## config.mk

```make
export PLATFORM = sky130hd
export DESIGN_NAME = kway_merge_winner_tree_unit
export DESIGN_NICKNAME = d
export VERILOG_FILES = /design/src/kwmt_pkg.sv /design/src/kwmt_front.sv /design/src/kwmt_tree.sv /design/src/kway_merge_winner_tree_unit.sv
export SDC_FILE = /design/constraint.sdc
export NUM_CORES = 1
export LEC_CHECK = 0
export BUFFER_PORTS_ARGS = -buffer_cell sky130_fd_sc_hd__buf_2
export CORE_UTILIZATION = 55
export CTS_BUF_LIST = sky130_fd_sc_hd__clkbuf_16
export DETAILED_ROUTE_END_ITERATION = 10
export PLACE_DENSITY = 0.69
export SYNTH_ARGS = -nofsm -noshare
export SYNTH_HDL_FRONTEND = slang
export SYNTH_SLANG_ARGS = --single-unit
```

## constraint.sdc

```tcl
create_clock -name clk -period 12.1 [get_ports clk]
set_input_delay 1.21 -clock clk [delete_from_list [all_inputs] [get_ports clk]]
set_output_delay 1.21 -clock clk [all_outputs]
set_load 0.01 [all_outputs]
```

## src/kwmt_pkg.sv

```systemverilog
// shared types and constants for the k-way merge winner tree
`default_nettype none
package kwmt_pkg;

  localparam int KEY_W      = 32;
  localparam int IDX_W      = 3;
  localparam int KIND_W     = 2;
  localparam int RUNS_W     = 4;
  localparam int DEF_WAYS   = 8;
  localparam int IN_DATA_W  = 40;
  localparam int OUT_DATA_W = 40;
  localparam int Q_DEPTH    = 2;
  localparam int Q_AW       = 1;
  localparam int Q_CW       = 2;

  // input kind codes
  localparam logic [KIND_W-1:0] KIND_LOAD    = 2'd0;
  localparam logic [KIND_W-1:0] KIND_REPLACE = 2'd1;
  localparam logic [KIND_W-1:0] KIND_EXHAUST = 2'd2;

  // decoded operation codes
  localparam logic [1:0] OP_NOP     = 2'd0;
  localparam logic [1:0] OP_LOAD    = 2'd1;
  localparam logic [1:0] OP_REPLACE = 2'd2;
  localparam logic [1:0] OP_EXHAUST = 2'd3;

  typedef struct packed {
    logic [1:0]       op;
    logic [IDX_W-1:0] idx;
    logic [KEY_W-1:0] key;
  } op_t;

  // floor(log2(n)) for n >= 1
  function automatic int floor_log2(input int n);
    int r;
    int v;
    r = 0;
    v = n;
    while (v > 1) begin
      v = v >> 1;
      r = r + 1;
    end
    return r;
  endfunction

endpackage
`default_nettype wire

```

## src/kwmt_front.sv

```systemverilog
// front end: takes input transactions, decodes them and queues the operations
`default_nettype none
module kwmt_front
  import kwmt_pkg::*;
#(
  parameter int WAYS = DEF_WAYS
) (
  input  wire logic                 clk,
  input  wire logic                 rst_n,
  input  wire logic                 in_tvalid,
  output logic                      in_tready,
  input  wire logic [IN_DATA_W-1:0] in_tdata,
  input  wire logic [KIND_W-1:0]    in_tuser,
  output logic                      q_valid,
  input  wire logic                 q_pop,
  output op_t                       q_op
);

  op_t              mem_r [Q_DEPTH];
  logic [Q_AW-1:0]  wr_ptr_r, wr_ptr_nxt;
  logic [Q_AW-1:0]  rd_ptr_r, rd_ptr_nxt;
  logic [Q_CW-1:0]  cnt_r, cnt_nxt;
  op_t              dec_op;
  logic             push;
  logic             pop;

  always_comb begin
    dec_op.idx = in_tdata[IDX_W-1:0];
    dec_op.key = in_tdata[IDX_W +: KEY_W];
    case (in_tuser)
      KIND_LOAD: begin
        // a load beyond the last leaf is queued as a no-op
        if (int'(in_tdata[IDX_W-1:0]) < WAYS) dec_op.op = OP_LOAD;
        else dec_op.op = OP_NOP;
      end
      KIND_REPLACE: dec_op.op = OP_REPLACE;
      KIND_EXHAUST: dec_op.op = OP_EXHAUST;
      default:      dec_op.op = OP_NOP;
    endcase
  end

  assign in_tready = (cnt_r != Q_CW'(Q_DEPTH));
  assign push      = in_tvalid && in_tready;
  assign q_valid   = (cnt_r != '0);
  assign pop       = q_pop && q_valid;
  assign q_op      = mem_r[rd_ptr_r];

  always_comb begin
    wr_ptr_nxt = push ? wr_ptr_r + 1'b1 : wr_ptr_r;
    rd_ptr_nxt = pop ? rd_ptr_r + 1'b1 : rd_ptr_r;
    cnt_nxt    = cnt_r;
    if (push && !pop) cnt_nxt = cnt_r + 1'b1;
    else if (pop && !push) cnt_nxt = cnt_r - 1'b1;
  end

  always_ff @(posedge clk) begin
    if (!rst_n) begin
      wr_ptr_r <= '0;
      rd_ptr_r <= '0;
      cnt_r    <= '0;
    end else begin
      wr_ptr_r <= wr_ptr_nxt;
      rd_ptr_r <= rd_ptr_nxt;
      cnt_r    <= cnt_nxt;
    end
  end

  always_ff @(posedge clk) begin
    if (push) mem_r[wr_ptr_r] <= dec_op;
  end

endmodule
`default_nettype wire

```

## src/kwmt_tree.sv

```systemverilog
// back end: leaf store, level-by-level winner tree rebuild and result register
`default_nettype none
module kwmt_tree
  import kwmt_pkg::*;
#(
  parameter int WAYS = DEF_WAYS
) (
  input  wire logic                  clk,
  input  wire logic                  rst_n,
  input  wire logic                  q_valid,
  output logic                       q_pop,
  input  wire op_t                   q_op,
  input  wire logic                  cfg_valid,
  output logic                       cfg_ready,
  input  wire logic [RUNS_W-1:0]     cfg_data,
  output logic                       out_tvalid,
  input  wire logic                  out_tready,
  output logic [OUT_DATA_W-1:0]      out_tdata,
  output logic [0:0]                 out_tuser
);

  localparam int LW     = $clog2(WAYS);
  localparam int LEVELS = LW;
  localparam int WIDTH  = 1 << LW;
  localparam int SW     = (LEVELS > 1) ? $clog2(LEVELS) : 1;
  localparam int RW     = (LW > IDX_W) ? LW : IDX_W;

  localparam logic [1:0] ST_IDLE  = 2'd0;
  localparam logic [1:0] ST_APPLY = 2'd1;
  localparam logic [1:0] ST_WALK  = 2'd2;
  localparam logic [1:0] ST_DONE  = 2'd3;

  logic [1:0]        state_r, state_nxt;
  logic [SW-1:0]     step_r, step_nxt;
  logic              is_cfg_r, is_cfg_nxt;
  op_t               op_r;
  logic [RUNS_W-1:0] runs_r;

  logic [KEY_W-1:0]  leaf_head_r [WAYS];
  logic [WAYS-1:0]   leaf_vld_r;

  logic [KEY_W-1:0]  node_val_r [1:WIDTH-1];
  logic [LW-1:0]     node_run_r [1:WIDTH-1];
  logic [WIDTH-1:1]  node_vld_r;

  logic [KEY_W-1:0]  node_val_nxt [1:WIDTH-1];
  logic [LW-1:0]     node_run_nxt [1:WIDTH-1];
  logic [WIDTH-1:1]  node_ok_nxt;

  logic [KEY_W-1:0]  pad_head [WIDTH];
  logic [WIDTH-1:0]  pad_live;

  logic              out_vld_r;
  logic [KEY_W-1:0]  out_val_r;
  logic [IDX_W-1:0]  out_run_r;
  logic              out_empty_r;
  logic              out_load;
  logic              last_step;
  logic [RW-1:0]     root_run_ext;

  // leaves past runs_in_use or past WAYS never compete
  for (genvar j = 0; j < WIDTH; j++) begin : g_leaf
    if (j < WAYS) begin : g_real
      assign pad_head[j] = leaf_head_r[j];
      assign pad_live[j] = leaf_vld_r[j] && (int'(runs_r) > j);
    end else begin : g_pad
      assign pad_head[j] = '0;
      assign pad_live[j] = 1'b0;
    end
  end

  // one match per node, left child wins ties
  for (genvar i = 1; i < WIDTH; i++) begin : g_node
    logic [KEY_W-1:0] lv, rv;
    logic [LW-1:0]    lr, rr;
    logic             lok, rok, take_r;
    if (2 * i >= WIDTH) begin : g_bottom
      assign lv  = pad_head[2*i-WIDTH];
      assign rv  = pad_head[2*i+1-WIDTH];
      assign lok = pad_live[2*i-WIDTH];
      assign rok = pad_live[2*i+1-WIDTH];
      assign lr  = LW'(2*i-WIDTH);
      assign rr  = LW'(2*i+1-WIDTH);
    end else begin : g_inner
      assign lv  = node_val_r[2*i];
      assign rv  = node_val_r[2*i+1];
      assign lok = node_vld_r[2*i];
      assign rok = node_vld_r[2*i+1];
      assign lr  = node_run_r[2*i];
      assign rr  = node_run_r[2*i+1];
    end
    assign take_r          = rok && (!lok || ($signed(rv) < $signed(lv)));
    assign node_ok_nxt[i]  = take_r ? rok : lok;
    assign node_val_nxt[i] = node_ok_nxt[i] ? (take_r ? rv : lv) : '0;
    assign node_run_nxt[i] = node_ok_nxt[i] ? (take_r ? rr : lr) : '0;

    localparam int D = floor_log2(i);

    always_ff @(posedge clk) begin
      if (!rst_n) begin
        node_vld_r[i] <= 1'b0;
      end else if (state_r == ST_WALK && int'(step_r) == LEVELS - 1 - D) begin
        node_vld_r[i] <= node_ok_nxt[i];
      end
    end

    always_ff @(posedge clk) begin
      if (state_r == ST_WALK && int'(step_r) == LEVELS - 1 - D) begin
        node_val_r[i] <= node_val_nxt[i];
        node_run_r[i] <= node_run_nxt[i];
      end
    end
  end

  assign last_step  = (int'(step_r) == LEVELS - 1);
  assign q_pop      = (state_r == ST_IDLE) && q_valid;
  assign cfg_ready  = (state_r == ST_IDLE) && !q_valid;
  assign out_load   = (state_r == ST_DONE) && (!out_vld_r || out_tready);

  always_comb begin
    state_nxt  = state_r;
    step_nxt   = step_r;
    is_cfg_nxt = is_cfg_r;
    case (state_r)
      ST_IDLE: begin
        if (q_valid) begin
          state_nxt  = ST_APPLY;
          is_cfg_nxt = 1'b0;
        end else if (cfg_valid) begin
          // new setting: rebuild the tree, no result
          state_nxt  = ST_WALK;
          step_nxt   = '0;
          is_cfg_nxt = 1'b1;
        end
      end
      ST_APPLY: begin
        state_nxt = ST_WALK;
        step_nxt  = '0;
      end
      ST_WALK: begin
        if (last_step) state_nxt = is_cfg_r ? ST_IDLE : ST_DONE;
        else step_nxt = step_r + 1'b1;
      end
      ST_DONE: begin
        if (out_load) state_nxt = ST_IDLE;
      end
      default: state_nxt = ST_IDLE;
    endcase
  end

  always_ff @(posedge clk) begin
    if (!rst_n) begin
      state_r   <= ST_IDLE;
      step_r    <= '0;
      is_cfg_r  <= 1'b0;
      runs_r    <= RUNS_W'(8);
      out_vld_r <= 1'b0;
    end else begin
      state_r  <= state_nxt;
      step_r   <= step_nxt;
      is_cfg_r <= is_cfg_nxt;
      if (cfg_valid && cfg_ready) runs_r <= cfg_data;
      if (out_load) out_vld_r <= 1'b1;
      else if (out_tready) out_vld_r <= 1'b0;
    end
  end

  always_ff @(posedge clk) begin
    if (q_pop) op_r <= q_op;
  end

  // leaf update from the decoded operation, winner taken from the old root
  for (genvar j = 0; j < WAYS; j++) begin : g_store
    logic hit_load, hit_win;
    assign hit_load = (op_r.op == OP_LOAD) && (int'(op_r.idx) == j);
    assign hit_win  = node_vld_r[1] && (int'(node_run_r[1]) == j);

    always_ff @(posedge clk) begin
      if (!rst_n) begin
        leaf_vld_r[j] <= 1'b0;
      end else if (state_r == ST_APPLY) begin
        if (hit_load || (op_r.op == OP_REPLACE && hit_win)) leaf_vld_r[j] <= 1'b1;
        else if (op_r.op == OP_EXHAUST && hit_win) leaf_vld_r[j] <= 1'b0;
      end
    end

    always_ff @(posedge clk) begin
      if (state_r == ST_APPLY && (hit_load || (op_r.op == OP_REPLACE && hit_win))) begin
        leaf_head_r[j] <= op_r.key;
      end
    end
  end

  assign root_run_ext = RW'(node_run_r[1]);

  always_ff @(posedge clk) begin
    if (out_load) begin
      out_val_r   <= node_vld_r[1] ? node_val_r[1] : '0;
      out_run_r   <= node_vld_r[1] ? root_run_ext[IDX_W-1:0] : '0;
      out_empty_r <= !node_vld_r[1];
    end
  end

  assign out_tvalid = out_vld_r;
  assign out_tdata  = {(OUT_DATA_W - KEY_W - IDX_W)'(0), out_run_r, out_val_r};
  assign out_tuser  = out_empty_r;

endmodule
`default_nettype wire

```

## src/kway_merge_winner_tree_unit.sv

```systemverilog
// top level of the k-way merge winner tree
`default_nettype none
// Winner tree over WAYS run heads. Each input transaction loads a head
// (tuser 0), replaces the current winner's head (tuser 1) or marks the
// winner's run exhausted (tuser 2); one result transaction follows each
// input with the smallest valid head, its run and an all-empty flag.
// Inputs are decoded into a two-entry operation queue; the tree engine
// then updates the leaf and rebuilds the tree one level per cycle: it
// pops an item, writes the leaf, walks the tree levels in turn and hands
// the result to the output register, and takes the next item only after
// that. A cfg write is taken only when the queue and the engine are idle
// and starts a rebuild of the tree that gives no result.
module kway_merge_winner_tree_unit
  import kwmt_pkg::*;
#(
  parameter int WAYS = DEF_WAYS
) (
  input  wire logic                  clk,
  input  wire logic                  rst_n,
  input  wire logic                  in_tvalid,
  output logic                       in_tready,
  input  wire logic [IN_DATA_W-1:0]  in_tdata,   // run_index[2:0], key_value[34:3]
  input  wire logic [KIND_W-1:0]     in_tuser,   // kind[1:0]
  output logic                       out_tvalid,
  input  wire logic                  out_tready,
  output logic [OUT_DATA_W-1:0]      out_tdata,  // winner_value[31:0], winner_run[34:32]
  output logic [0:0]                 out_tuser,  // all_empty[0]
  input  wire logic                  cfg_valid,
  output logic                       cfg_ready,
  input  wire logic [RUNS_W-1:0]     cfg_data
);

  logic q_valid;
  logic q_pop;
  op_t  q_op;

  kwmt_front #(
    .WAYS(WAYS)
  ) u_front (
    .clk       (clk),
    .rst_n     (rst_n),
    .in_tvalid (in_tvalid),
    .in_tready (in_tready),
    .in_tdata  (in_tdata),
    .in_tuser  (in_tuser),
    .q_valid   (q_valid),
    .q_pop     (q_pop),
    .q_op      (q_op)
  );

  kwmt_tree #(
    .WAYS(WAYS)
  ) u_tree (
    .clk        (clk),
    .rst_n      (rst_n),
    .q_valid    (q_valid),
    .q_pop      (q_pop),
    .q_op       (q_op),
    .cfg_valid  (cfg_valid),
    .cfg_ready  (cfg_ready),
    .cfg_data   (cfg_data),
    .out_tvalid (out_tvalid),
    .out_tready (out_tready),
    .out_tdata  (out_tdata),
    .out_tuser  (out_tuser)
  );

endmodule
`default_nettype wire
```

-- Word level (Yosys, flattened, before mapping)
Memories as Yosys holds them, arrays and structs flattened. A register that Yosys moved wholly into a read port is not among the register bits.
Cells that the tools add are included.
- add/subtract/negate cells: 5
- order comparisons: 15
- eq/ne operators: 31
- muxes and demuxes: 131
- reductions and logical operators: 137
- operators by type and width (kind ; count):
    $mux 32 ; 24
    $reduce_or 32->1 ; 10
    $lt 32x32->1 ; 7
    $mux 3 ; 26
    $mux 1 ; 68
    $logic_and 1x1->1 ; 66
    $eq 3x3->1 const B ; 8
    $reduce_bool 2->1 ; 12
    $mux 2 ; 10
    $reduce_and 2->1 ; 9
    $gt 4x3->1 const B ; 4
    $logic_or 1x1->1 ; 16
    $eq 2x2->1 const B ; 7
    $logic_not 1->1 ; 13
    $eq 3x2->1 const B ; 4
    $pmux 2 s3 ; 2
    $reduce_or 3->1 ; 3
    $gt 4x1->1 const B ; 2
    $gt 4x2->1 const B ; 2
    $ne 2x2->1 const B ; 4
    $pmux 2 s4 ; 1
    $eq 2x1->1 const B ; 3
    $eq 3x1->1 const B ; 2
    $logic_not 2->1 ; 3
    9 further kinds ; 13
- flip-flop bits (word level): 33
- bits in writable memories: 575
- bits of input ports: 51
- memories: 4
- memory list (name ; depth ; width ; read ports ; clocked after Yosys merged registers in ; write ports ; RTL line ; source):
    u_tree.leaf_head_r ; 8 ; 32 ; 8 ; 0 ; 1 ; kwmt_tree.sv:39 ; logic [KEY_W-1:0] leaf_head_r [WAYS];
    u_tree.node_val_r ; 7 ; 32 ; 7 ; 1 ; 4 ; kwmt_tree.sv:42 ; logic [KEY_W-1:0] node_val_r [1:WIDTH-1];
    u_front.mem_r ; 2 ; 37 ; 1 ; 1 ; 1 ; kwmt_front.sv:19 ; op_t mem_r [Q_DEPTH];
    u_tree.node_run_r ; 7 ; 3 ; 7 ; 0 ; 4 ; kwmt_tree.sv:43 ; logic [LW-1:0] node_run_r [1:WIDTH-1];

-- Depth between registers and ports, before layout
An unclocked memory read counts as a cell.
- word-level depth: 16
- gate-level depth with buffers: 11
- mapped depth without buffers: 9

-- Hierarchy
From an unflattened synthesis, not the netlist that was laid out.
- cell total of the unflattened synthesis: 1996
- area, all modules: 29639.7 um^2
- by module, submodules not included (module ; times used ; cells an instance ; area each (um^2) ; sequential area each (um^2)):
    kwmt_tree ; 1 ; 1850 ; 26678.1 ; 17556.8
    kwmt_front ; 1 ; 146 ; 2961.6 ; 2322.2

-- Least setup slack after synthesis
OpenSTA, ideal clock, no wires.
- path kind: register to register
- start point: register u_tree.state_r[1]
- end point: register u_tree.node_vld_r, in the netlist u_tree.g_node[2].lok
- setup time: 0.127 ns
- arrival time: 5.247 ns
- required time: 11.973 ns
- slack: 6.726 ns
- cell stages (with the launch flop): 7
- path buffers: 2
- period minus slack after synthesis: 5.374 ns
- cells stage by stage: dfxtp_1 -> clkbuf_1 -> nor2b_1 -> and2_1 -> clkbuf_1 -> o21ai_0 -> a31oi_1
- longest elaborated chain between the ends: 2
- RTL lines (item ; RTL line ; source):
    start: declaration ; kwmt_tree.sv:33 ; logic [1:0] state_r, state_nxt;
    start signal: assignment ; kwmt_tree.sv:159 ; state_r <= state_nxt;
    $eq 2x2->1 ; kwmt_tree.sv:102 ; end else if (state_r == ST_WALK && int'(step_r) == LEVELS - 1 - D) begin
    $logic_and 1x1->1 ; kwmt_tree.sv:102 ;
    end signal: indexed assignment ; kwmt_tree.sv:103 ; node_vld_r[i] <= node_ok_nxt[i];
    end: declaration ; kwmt_tree.sv:44 ; logic [WIDTH-1:1] node_vld_r;
No other way between the ends.
A chain may end at the register's enable or synchronous reset.

==> impl_metrics.ini <==
[final_layout]
final_common_cell = edfxtp_1
diodes = 0
final_util_pct = 61.8
finalNetCount = 2473
fill_cells = 3944
area_delta_synth_final_pct = 10.8
final_cell_area_um2 = 33400
layout_common_cells = edfxtp_1 (642), inv_1 (290), ha_1 (223)
drive_above_1_share_pct = 12.1

[sta]
max_slew_margin_pct = 15.8
hold_violations = 0
finalSetupViolCount = 0
min_period_over_period_pct = 31.0
tightest_slew_ns = 1.26
fmax_mhz = 266
period_minus_slack_ns = 3.75
drv_slew = 0
finalClockSkew_ns = 0.0316
rsz0062_at_grt = no
fin_setup_tns_ns = 0
post-route-worst-setup-slack_ns = 8.35

[die]
boundaryPins = 95
die-area_um2 = 55800
start_util_pct = 55.8
fp.dieH_um = 236
die_width_um = 236
floorplan.core_area_um2 = 54000
num_rows = 85

[setup_path]
end_kind = flip-flop
cp_common_cell = a22o_1
worstSetupPathType = reg2reg
crit_slowest_cell = a211o_1
required_ns = 12.50
cp_data_arrival_time_ns = 4.16
cp_cell_sequence = ha_1, nand4_1, nor4_1, a22o_1, a211oi_1, nor3b_1, a211o_1, a22o_1
critPathMaxStageDelay_ns = 0.89
startpoint_type = flip-flop
rrSetupSlack_ns = 8.35
path_max_fanout = 33

[logic_synthesis]
synth_area_per_cell_um2 = 14.4
synth_cell_types = 68
synth-async-reset-ratio_pct = 0
ys.flop_type = edfxtp_1
ys_seq_area_share_pct = 65.9
yosys_warnings = 0
syn_inst = 2096
synth-seq-cells = 671
synth_edf_count = 642
netlist_area_um2 = 30200

[power]
ir_drop_v = 0.000132
power_density_nw_per_um2 = 184
total_power_mw = 6.15
p_leak_nw = 13.0

[global_route]
grt_overflow_total = 0
gr-usage-all-layers_pct = 21.1
grt_pass1_vias = 17200
antenna_found_initial = 1
grt_pass1_wl_mm = 91.7
grt_max_degree = 74

[clock_network]
clockBufferDepth = 3
htreeDepth = 3
numCtsBuffers = 71
clk_latency_ns = 0.61
tritoncts = built
post-cts-setup-buffer-count = 0
cts.sinks = 671
path_clk_slew_ns = 0.06
cts_resized = 0
root_buffer = clkbuf_16
cts_hold_buf = 0

[placed_design]
place.gp.congestion = 0.893
port_buffers = 84
pre_cts_slack_ns = 8.36
place_area_um2 = 31200
post-dp-hpwl_mm = 41.7

[detailed_routing]
ant_nets = 0
vias = 17200
avgRoutedWirePerCell_um = 19.6
drc_errors = 0
dr.pass1.iters = 5
dr.first_iter.drc_count = 1119
via_per_inst = 5.82
finalWirelength_mm = 57.8

[run]
cap_violations = 0

[min_path]
hp-class = reg2reg

[outcome]
outcome = completed
-- kinds of logic after synthesis --
family	count (synthesis)	synth area share [%]
DFF	671	65.9
adders and majority gates	223	9.25
muxes	37	1.38
xor gates and xnor gates	5	0.145
other	1	0.0124
buffers and inverters	355	5.05
and+or+nand+nor	311	5.56
AOI/OAI and AO/OA	493	12.7
-- synthesized netlist by cell type (6+ instances only) --
cell / count / area share (%)
nor3_1: 7 / 0.12
a31oi_1: 8 / 0.17
a21o_1: 30 / 0.75
a32o_1: 66 / 2.2
clkbuf_1: 43 / 0.54
nand3_1: 55 / 0.91
o21ai_1: 8 / 0.13
nand4_1: 26 / 0.54
buf_2: 13 / 0.22
nand2_1: 78 / 0.97
and2_1: 51 / 1.1
nand2b_1: 7 / 0.15
nor4_1: 6 / 0.12
o211a_1: 7 / 0.23
dfxtp_1: 29 / 1.9
o211ai_1: 8 / 0.20
and4_1: 7 / 0.20
a211oi_1: 12 / 0.30
o32ai_1: 34 / 0.99
a21oi_1: 84 / 1.4
inv_1: 272 / 3.4
nor2_1: 31 / 0.39
o22ai_1: 7 / 0.15
o21a_1: 25 / 0.62
o21ai_0: 35 / 0.58
edfxtp_1: 642 / 64
buf_6: 13 / 0.49
buf_4: 11 / 0.27
mux2_2: 37 / 1.4
nor2b_1: 13 / 0.27
ha_1: 223 / 9.3
and3_1: 7 / 0.15
a22o_1: 134 / 3.9
-- state kept, by name, summed over array words and instances, names as in the netlist, 3 cells and up --
register	flops
u_tree.leaf_head_r	256
u_tree.out_val_r	32
u_tree.runs_r	4
u_front.mem_r	74
u_tree.node_run_r	15
u_tree.leaf_vld_r	8
u_tree.g_node.lok	3
u_tree.g_node.rok	3
u_tree.out_run_r	3
u_tree.op_r	37
u_tree.node_val_r	224
-- cell type report --
| cell class | instances | area [µm²] | area share, % |
|---|---|---|---|
| Clock buffer | 75 | 1880 | 5.62 |
| Inverter | 272 | 1020 | 3.06 |
| Sequential cell | 671 | 19900 | 59.5 |
| Timing Repair Buffer | 109 | 608 | 1.82 |
| Multi-Input combinational cell | 1074 | 8850 | 26.5 |
| Clock inverter | 56 | 308 | 0.922 |
| Tap cell | 696 | 871 | 2.61 |
-- path summary, 6_finish.rpt --
kind	startpoint	endpoint	cells past startpoint
setup reg to reg	u_tree.node_val_r[5][31]	u_tree.node_val_r[2][19]	8
setup / recovery	u_tree.node_val_r[5][31]	u_tree.node_val_r[2][19]	8
hold reg to reg	u_tree.node_val_r[1][31]	u_tree.out_val_r[31]	1
hold / removal	u_tree.node_val_r[1][31]	u_tree.out_val_r[31]	1
-- worst max-delay path, delay by kind of cell (launching register included) --
family                   cells  cell delay, ns
AO/OA/AOI/OAI                4            1.57
adder cells (fa/ha/maj)      1            0.41
flip-flops                   1            0.42
AND/OR/NAND/NOR              3            1.14
-- through the flow --
step / instances / hold WS [ns]
floorplan: 2100 / 0.474
global placement: 2822 / 0.492
detailed placement: 2822 / 0.512
CTS: 2953 / 0.525
global route: 2953 / 0.533
finish: 2953 / 0.521
-- routing by layer --
layer	wire [µm]	global-route usage, %	up-vias
met5	10	0	-
met4	2010	8.93	2
met3	3680	3.59	112
met2	26400	33.6	551
met1	25700	28.9	8276
li1	-	-	8234
-- power by group --
part           leakage, nW  switching (mW)  internal, mW
sequential            6.18           0.257          3.00
clock                 1.14           0.866          1.16
combinational         5.65           0.543         0.331
total                 13.0            1.67          4.49
Power figures use the tool's default switching activity.
